### src/sv/assert_macros.svh
// Assertion macros shared by the ledger RTL
`ifndef ASSERT_MACROS_SVH
`define ASSERT_MACROS_SVH
`ifndef SYNTHESIS
`define ASSERT_PROP(lbl, clk, rstn, prop) \
    lbl: assert property (@(posedge clk) disable iff (!rstn) prop) \
        else $error("assertion failed");
`define ASSERT_NEVER(lbl, clk, rstn, expr) \
    lbl: assert property (@(posedge clk) disable iff (!rstn) !(expr)) \
        else $error("forbidden condition");
`else
`define ASSERT_PROP(lbl, clk, rstn, prop)
`define ASSERT_NEVER(lbl, clk, rstn, expr)
`endif
`endif

### src/sv/rtl_pkg.sv
// Types and constants of the token ledger
package rtl_pkg;
    localparam logic [31:0] SEAL_MULT  = 32'hDEADBEEF;
    localparam logic [63:0] SEAL_SALT  = 64'h0000_0053_5953_4F53;
    localparam int          SEAL_SHIFT = 40;

    typedef enum logic [1:0] {
        CMD_MINT     = 2'd0,
        CMD_SPEND    = 2'd1,
        CMD_DELEGATE = 2'd2,
        CMD_SWEEP    = 2'd3
    } t_cmd;

    localparam logic [2:0] ST_OK          = 3'd0;
    localparam logic [2:0] ST_FULL        = 3'd1;
    localparam logic [2:0] ST_BAD_ID      = 3'd2;
    localparam logic [2:0] ST_NOT_OWNER   = 3'd3;
    localparam logic [2:0] ST_SPENT       = 3'd4;
    localparam logic [2:0] ST_SHORT       = 3'd5;
    localparam logic [2:0] ST_BAD_SEAL    = 3'd6;
    localparam logic [2:0] ST_NO_TRANSFER = 3'd7;

    typedef enum logic [2:0] {
        S_IDLE, S_MUL, S_CHECK, S_WB, S_MUL2, S_APPEND, S_SWEEP, S_DONE
    } t_state;

    typedef struct packed {
        logic [31:0] owner;
        logic [7:0]  kind;
        logic [63:0] balance;
        logic [63:0] expiry;
        logic        xfer;
        logic [63:0] seal;
        logic        used;
    } t_entry;

    typedef struct packed {
        logic in_ready;
        logic capture;
        logic mul_rcp;
        logic rd_en;
        logic do_check;
        logic do_wb;
        logic do_append;
        logic sweep_step;
        logic out_load;
    } t_ctl_cmd;

    typedef struct packed {
        t_cmd cmd;
        logic check_ok;
        logic sweep_done;
        logic out_free;
    } t_ctl_stat;
endpackage

### src/sv/rtl_ctrl.sv
// Command sequencer of the token ledger
module rtl_ctrl
    import rtl_pkg::*;
(
    input  logic      i_clk,
    input  logic      i_rst_n,
    input  logic      i_in_valid,
    input  t_ctl_stat i_stat,
    output t_ctl_cmd  o_cmd
);
    t_state r_state, n_state;

    always_ff @(posedge i_clk) begin
        if (!i_rst_n) begin
            r_state <= S_IDLE;
        end else begin
            r_state <= n_state;
        end
    end

    always_comb begin
        n_state = r_state;
        unique case (r_state)
            S_IDLE:   if (i_in_valid) n_state = S_MUL;
            S_MUL: begin
                unique case (i_stat.cmd)
                    CMD_MINT:  n_state = S_APPEND;
                    CMD_SWEEP: n_state = S_SWEEP;
                    default:   n_state = S_CHECK;
                endcase
            end
            S_CHECK:  n_state = S_WB;
            S_WB: begin
                if (!i_stat.check_ok || i_stat.cmd == CMD_SPEND) n_state = S_DONE;
                else n_state = S_MUL2;
            end
            S_MUL2:   n_state = S_APPEND;
            S_APPEND: n_state = S_DONE;
            S_SWEEP:  if (i_stat.sweep_done) n_state = S_DONE;
            S_DONE:   if (i_stat.out_free) n_state = S_IDLE;
            default:  n_state = S_IDLE;
        endcase
    end

    always_comb begin
        o_cmd = '0;
        unique case (r_state)
            S_IDLE: begin
                o_cmd.in_ready = 1'b1;
                o_cmd.capture  = i_in_valid;
            end
            S_MUL:    o_cmd.rd_en = 1'b1;
            S_CHECK:  o_cmd.do_check = 1'b1;
            S_WB:     o_cmd.do_wb = 1'b1;
            S_MUL2:   o_cmd.mul_rcp = 1'b1;
            S_APPEND: o_cmd.do_append = 1'b1;
            S_SWEEP:  o_cmd.sweep_step = 1'b1;
            S_DONE:   o_cmd.out_load = i_stat.out_free;
            default:  o_cmd = '0;
        endcase
    end
endmodule

### config.mk
export PLATFORM = sky130hd
export DESIGN_NAME = rtl_ctrl
export DESIGN_NICKNAME = d
export VERILOG_FILES = /design/src/sv/assert_macros.svh /design/src/sv/rtl_pkg.sv /design/src/sv/rtl_ctrl.sv
export SDC_FILE = /design/constraint.sdc
export NUM_CORES = 1
export LEC_CHECK = 0
export BUFFER_PORTS_ARGS = -buffer_cell sky130_fd_sc_hd__buf_4
export CAP_MARGIN = 10
export CORE_AREA = 2 2 39 41
export DETAILED_ROUTE_END_ITERATION = 16
export DIE_AREA = 0 0 41 43
export PLACE_DENSITY_LB_ADDON = 0.05
export SYNTH_ARGS = -nofsm -noshare
export SYNTH_HDL_FRONTEND = slang
export SYNTH_SLANG_ARGS = --single-unit
### constraint.sdc
create_clock -name i_clk -period 1.2 [get_ports i_clk]
set_input_delay 0.06 -clock i_clk [delete_from_list [all_inputs] [get_ports i_clk]]
set_output_delay 0.06 -clock i_clk [all_outputs]
set_load 0.02 [all_outputs]
==> flow_metrics.py <==
metrics = {
    "outcome": {
        "status": "complete, no violations",
    },
    "final_layout": {
        "nets": 82,
        "fill_cells": 160,
        "regMostFlops": "r_state",
        "final_core_util": 0.422,
        "antenna_cells": 0,
        "layout-drive-gt1-share": 0.620,
        "seqCellArea_um2": 71.3,
        "final_common_cell": "buf_4",
        "layout_common_cells": "buf_4 (25), a21oi_1 (6), nor3_2 (4)",
        "area_growth_pct": 78.2,
        "multi_input_area_um2": 213,
        "finalNonFillerCells": 87,
        "largest_reg_flops": 3,
        "reg_top3": "r_state (3)",
    },
    "sta": {
        "max_freq_ghz": 0.868,
        "worst_slack_ps": 47.4,
        "min_period_over_period": 0.960,
        "setup_viol": 0,
        "drv_slew": 0,
        "whs_ps": 60.5,
        "relSlewSlack": 0.816,
        "fin_crit_ps": 1150,
        "worst_pin_slew_ps": 273,
        "hold_viol_final": 0,
        "fin_worst_skew_ps": 6.29,
    },
    "worst_setup_path": {
        "cp_top_family": "flip-flops",
        "reg2reg_depth": 5,
        "r2r-start": "r_state[1]$_SDFFE_PN0P_",
        "rrSetupSlack_ps": 100,
        "crit_type": "flip-flop to output pin",
        "end_kind": "output pin",
        "worstPathCellList": "clkinv_8 > nand3_4 > inv_2 > and2_4 > buf_6",
        "cpMaxStageDelayCell": "dfxtp_4",
        "cp-start-kind": "flip-flop",
        "crit_fanout": 8,
        "cp.required_ps": 1140,
        "path_buf_inv": 3,
        "r2r-end": "r_state[0]$_SDFFE_PN0P_",
        "cp_num_cells": 5,
        "cp_slowest_stage_delay_ps": 380,
        "worstPathArrival_ps": 1090,
    },
    "power": {
        "p_switching_uw": 500,
        "clockPowerShare": 0.157,
        "combPwrFrac": 0.660,
        "p_leak_nw": 0.285,
        "seqPwrFrac": 0.182,
        "ir_drop_mv": 0.738,
        "sw_frac_of_total": 0.425,
        "p_int_uw": 676,
        "p_per_area_nw_per_um2": 2010,
    },
    "worst_hold_path": {
        "hp-class": "input port to flip-flop",
        "min_path_cells": 3,
        "min_to": "r_state[1]$_SDFFE_PN0P_",
        "min_from": "i_rst_n",
    },
    "drt": {
        "route.vias.total": 414,
        "first_pass_iters": 4,
        "drtAntennaViolNets": 0,
        "drt_iter0_drc": 15,
        "wirelength_um": 934,
        "routedWlPerCell_um": 10.7,
        "viasPerCell": 4.76,
        "drc": 0,
    },
    "clock_network": {
        "clock_latency_ps": 240,
        "cts.path.max_buffers": 2,
        "root_buffer": "clkbuf_4",
        "clock-sinks": 3,
        "cts_max_level": 1,
        "cts_tree": "built",
        "hold_buffers": 0,
        "numCtsBuffers": 3,
        "clk_pin_slew_ps": 40,
    },
    "logic_synthesis": {
        "synthesis.nets": 53,
        "ys_seq_elements": 3,
        "ys_warn_count": 0,
        "synth_largest_area_cell": "dfxtp_1",
        "synth_area_per_cell_um2": 7.62,
        "synthDistinctLibCells": 19,
        "yosysSeqAreaShare": 0.183,
        "syn-cell-area_um2": 328,
        "synthCells": 43,
        "yosysTopAreaCellShare": 0.183,
        "synth.area.top_cells": "dfxtp_1 (18%), buf_6 (10%), a21oi_1 (9.2%)",
    },
    "floorplanning": {
        "core_area_um2": 1380,
        "dieWidth_um": 41,
        "die-area_um2": 1760,
        "io-pin-count": 17,
        "rows": 14,
        "start_util": 0.237,
        "fp.dieH_um": 43,
    },
    "placement": {
        "port_buffers": 16,
        "dp_hpwl_um": 693,
        "placed_cells": 79,
        "gp_congestion": 0.788,
        "place_worst_setup_slack_ps": 40.0,
    },
    "global_route": {
        "antenna_found_initial": 0,
        "grt_util_all_layers": 0.127,
        "first_global_vias": 389,
        "grt_pass1_wl_um": 1490,
        "grt_max_degree": 10,
        "grt_overflow": 0,
    },
    "job": {
        "maxCapViolations": 0,
    },
}
[stage by stage]
stage | power (mW) | cell area (µm²) | setup TNS, ps
floorplan | 0.612 | 328 | 0
global placement | 0.879 | 499 | 0
detailed placement | 0.863 | 499 | 0
CTS | 1.15 | 564 | 0
global route | 1.27 | 584 | -1.62
finish | 1.18 | 584 | 0
[timing repair]
item	in CTS	in global routing
setup buffers	4	2
endpoints found under the setup margin	8	2
resized for setup	13	1
endpoints found under the hold margin	0	0
pin swaps	1	0
[worst reg2reg max path: stages (launching register included)]
cell,delay (ps)
dfxtp_4,360
inv_4,90
nand3_4,80
buf_4,130
o22a_2,230
a21oi_1,130
[layer usage]
layer / share of wire / wire (µm) / GRT usage
met2: 0.51 / 474 / 0.194
met3: 0.062 / 58 / 0.0157
met4: 0.027 / 25 / 0.100
met5: 0 / 0 / 0
met1: 0.40 / 376 / 0.151
[power by group through the flow]
stage | clock network (mW) | registers [mW] | logic (mW)
floorplan | 0 | 0.145 | 0.467
global placement | 0 | 0.193 | 0.686
detailed placement | 0 | 0.190 | 0.672
CTS | 0.191 | 0.220 | 0.737
global route | 0.203 | 0.225 | 0.844
finish | 0.185 | 0.215 | 0.776
[how the worst max path moves through the flow]
| stage | start | end | slack, ps |
|---|---|---|---|
| global placement | r_state[0]$_SDFFE_PN0P_ | r_state[0]$_SDFFE_PN0P_ | 60 |
| CTS | r_state[0]$_SDFFE_PN0P_ | o_cmd[7] | 20 |
| global route | r_state[0]$_SDFFE_PN0P_ | o_cmd[7] | -2 |
| finish | r_state[0]$_SDFFE_PN0P_ | o_cmd[7] | 50 |
| floorplan | r_state[0]$_SDFFE_PN0P_ | o_cmd[0] | 120 |
| detailed placement | r_state[0]$_SDFFE_PN0P_ | r_state[0]$_SDFFE_PN0P_ | 40 |
[cells in the mapped netlist]
master,instances
and2_1,1
o41ai_1,1
a2bb2oi_1,1
nor2_1,3
a21oi_1,6
ha_1,2
dfxtp_1,3
o211ai_1,1
nand2_1,2
o22ai_1,1
inv_1,4
inv_4,2
clkinv_8,1
nor2b_1,1
nand3_4,1
o21ai_0,3
buf_6,3
o22a_2,1
nor3_1,6
[cells by family (layout without fill, tap and decap cells)]
family | count (synthesis) | in the layout | share of synthesized area
adders and majority gates | 2 | 2 | 0.0763
and+or+nand+nor | 14 | 14 | 0.241
DFF | 3 | 3 | 0.183
AOI/OAI and AO/OA | 14 | 14 | 0.263
buffers and inverters | 10 | 38 | 0.237
[cell type report]
| type | instances | share of cell area |
|---|---|---|
| clock buffers | 4 | 0.0450 |
| inverters | 7 | 0.0749 |
| multi-input cells | 30 | 0.364 |
| flip-flops and latches | 3 | 0.122 |
| well taps | 16 | 0.0343 |
| repair buffers | 27 | 0.360 |
No activity file was read; power rests on OpenSTA's default activity.
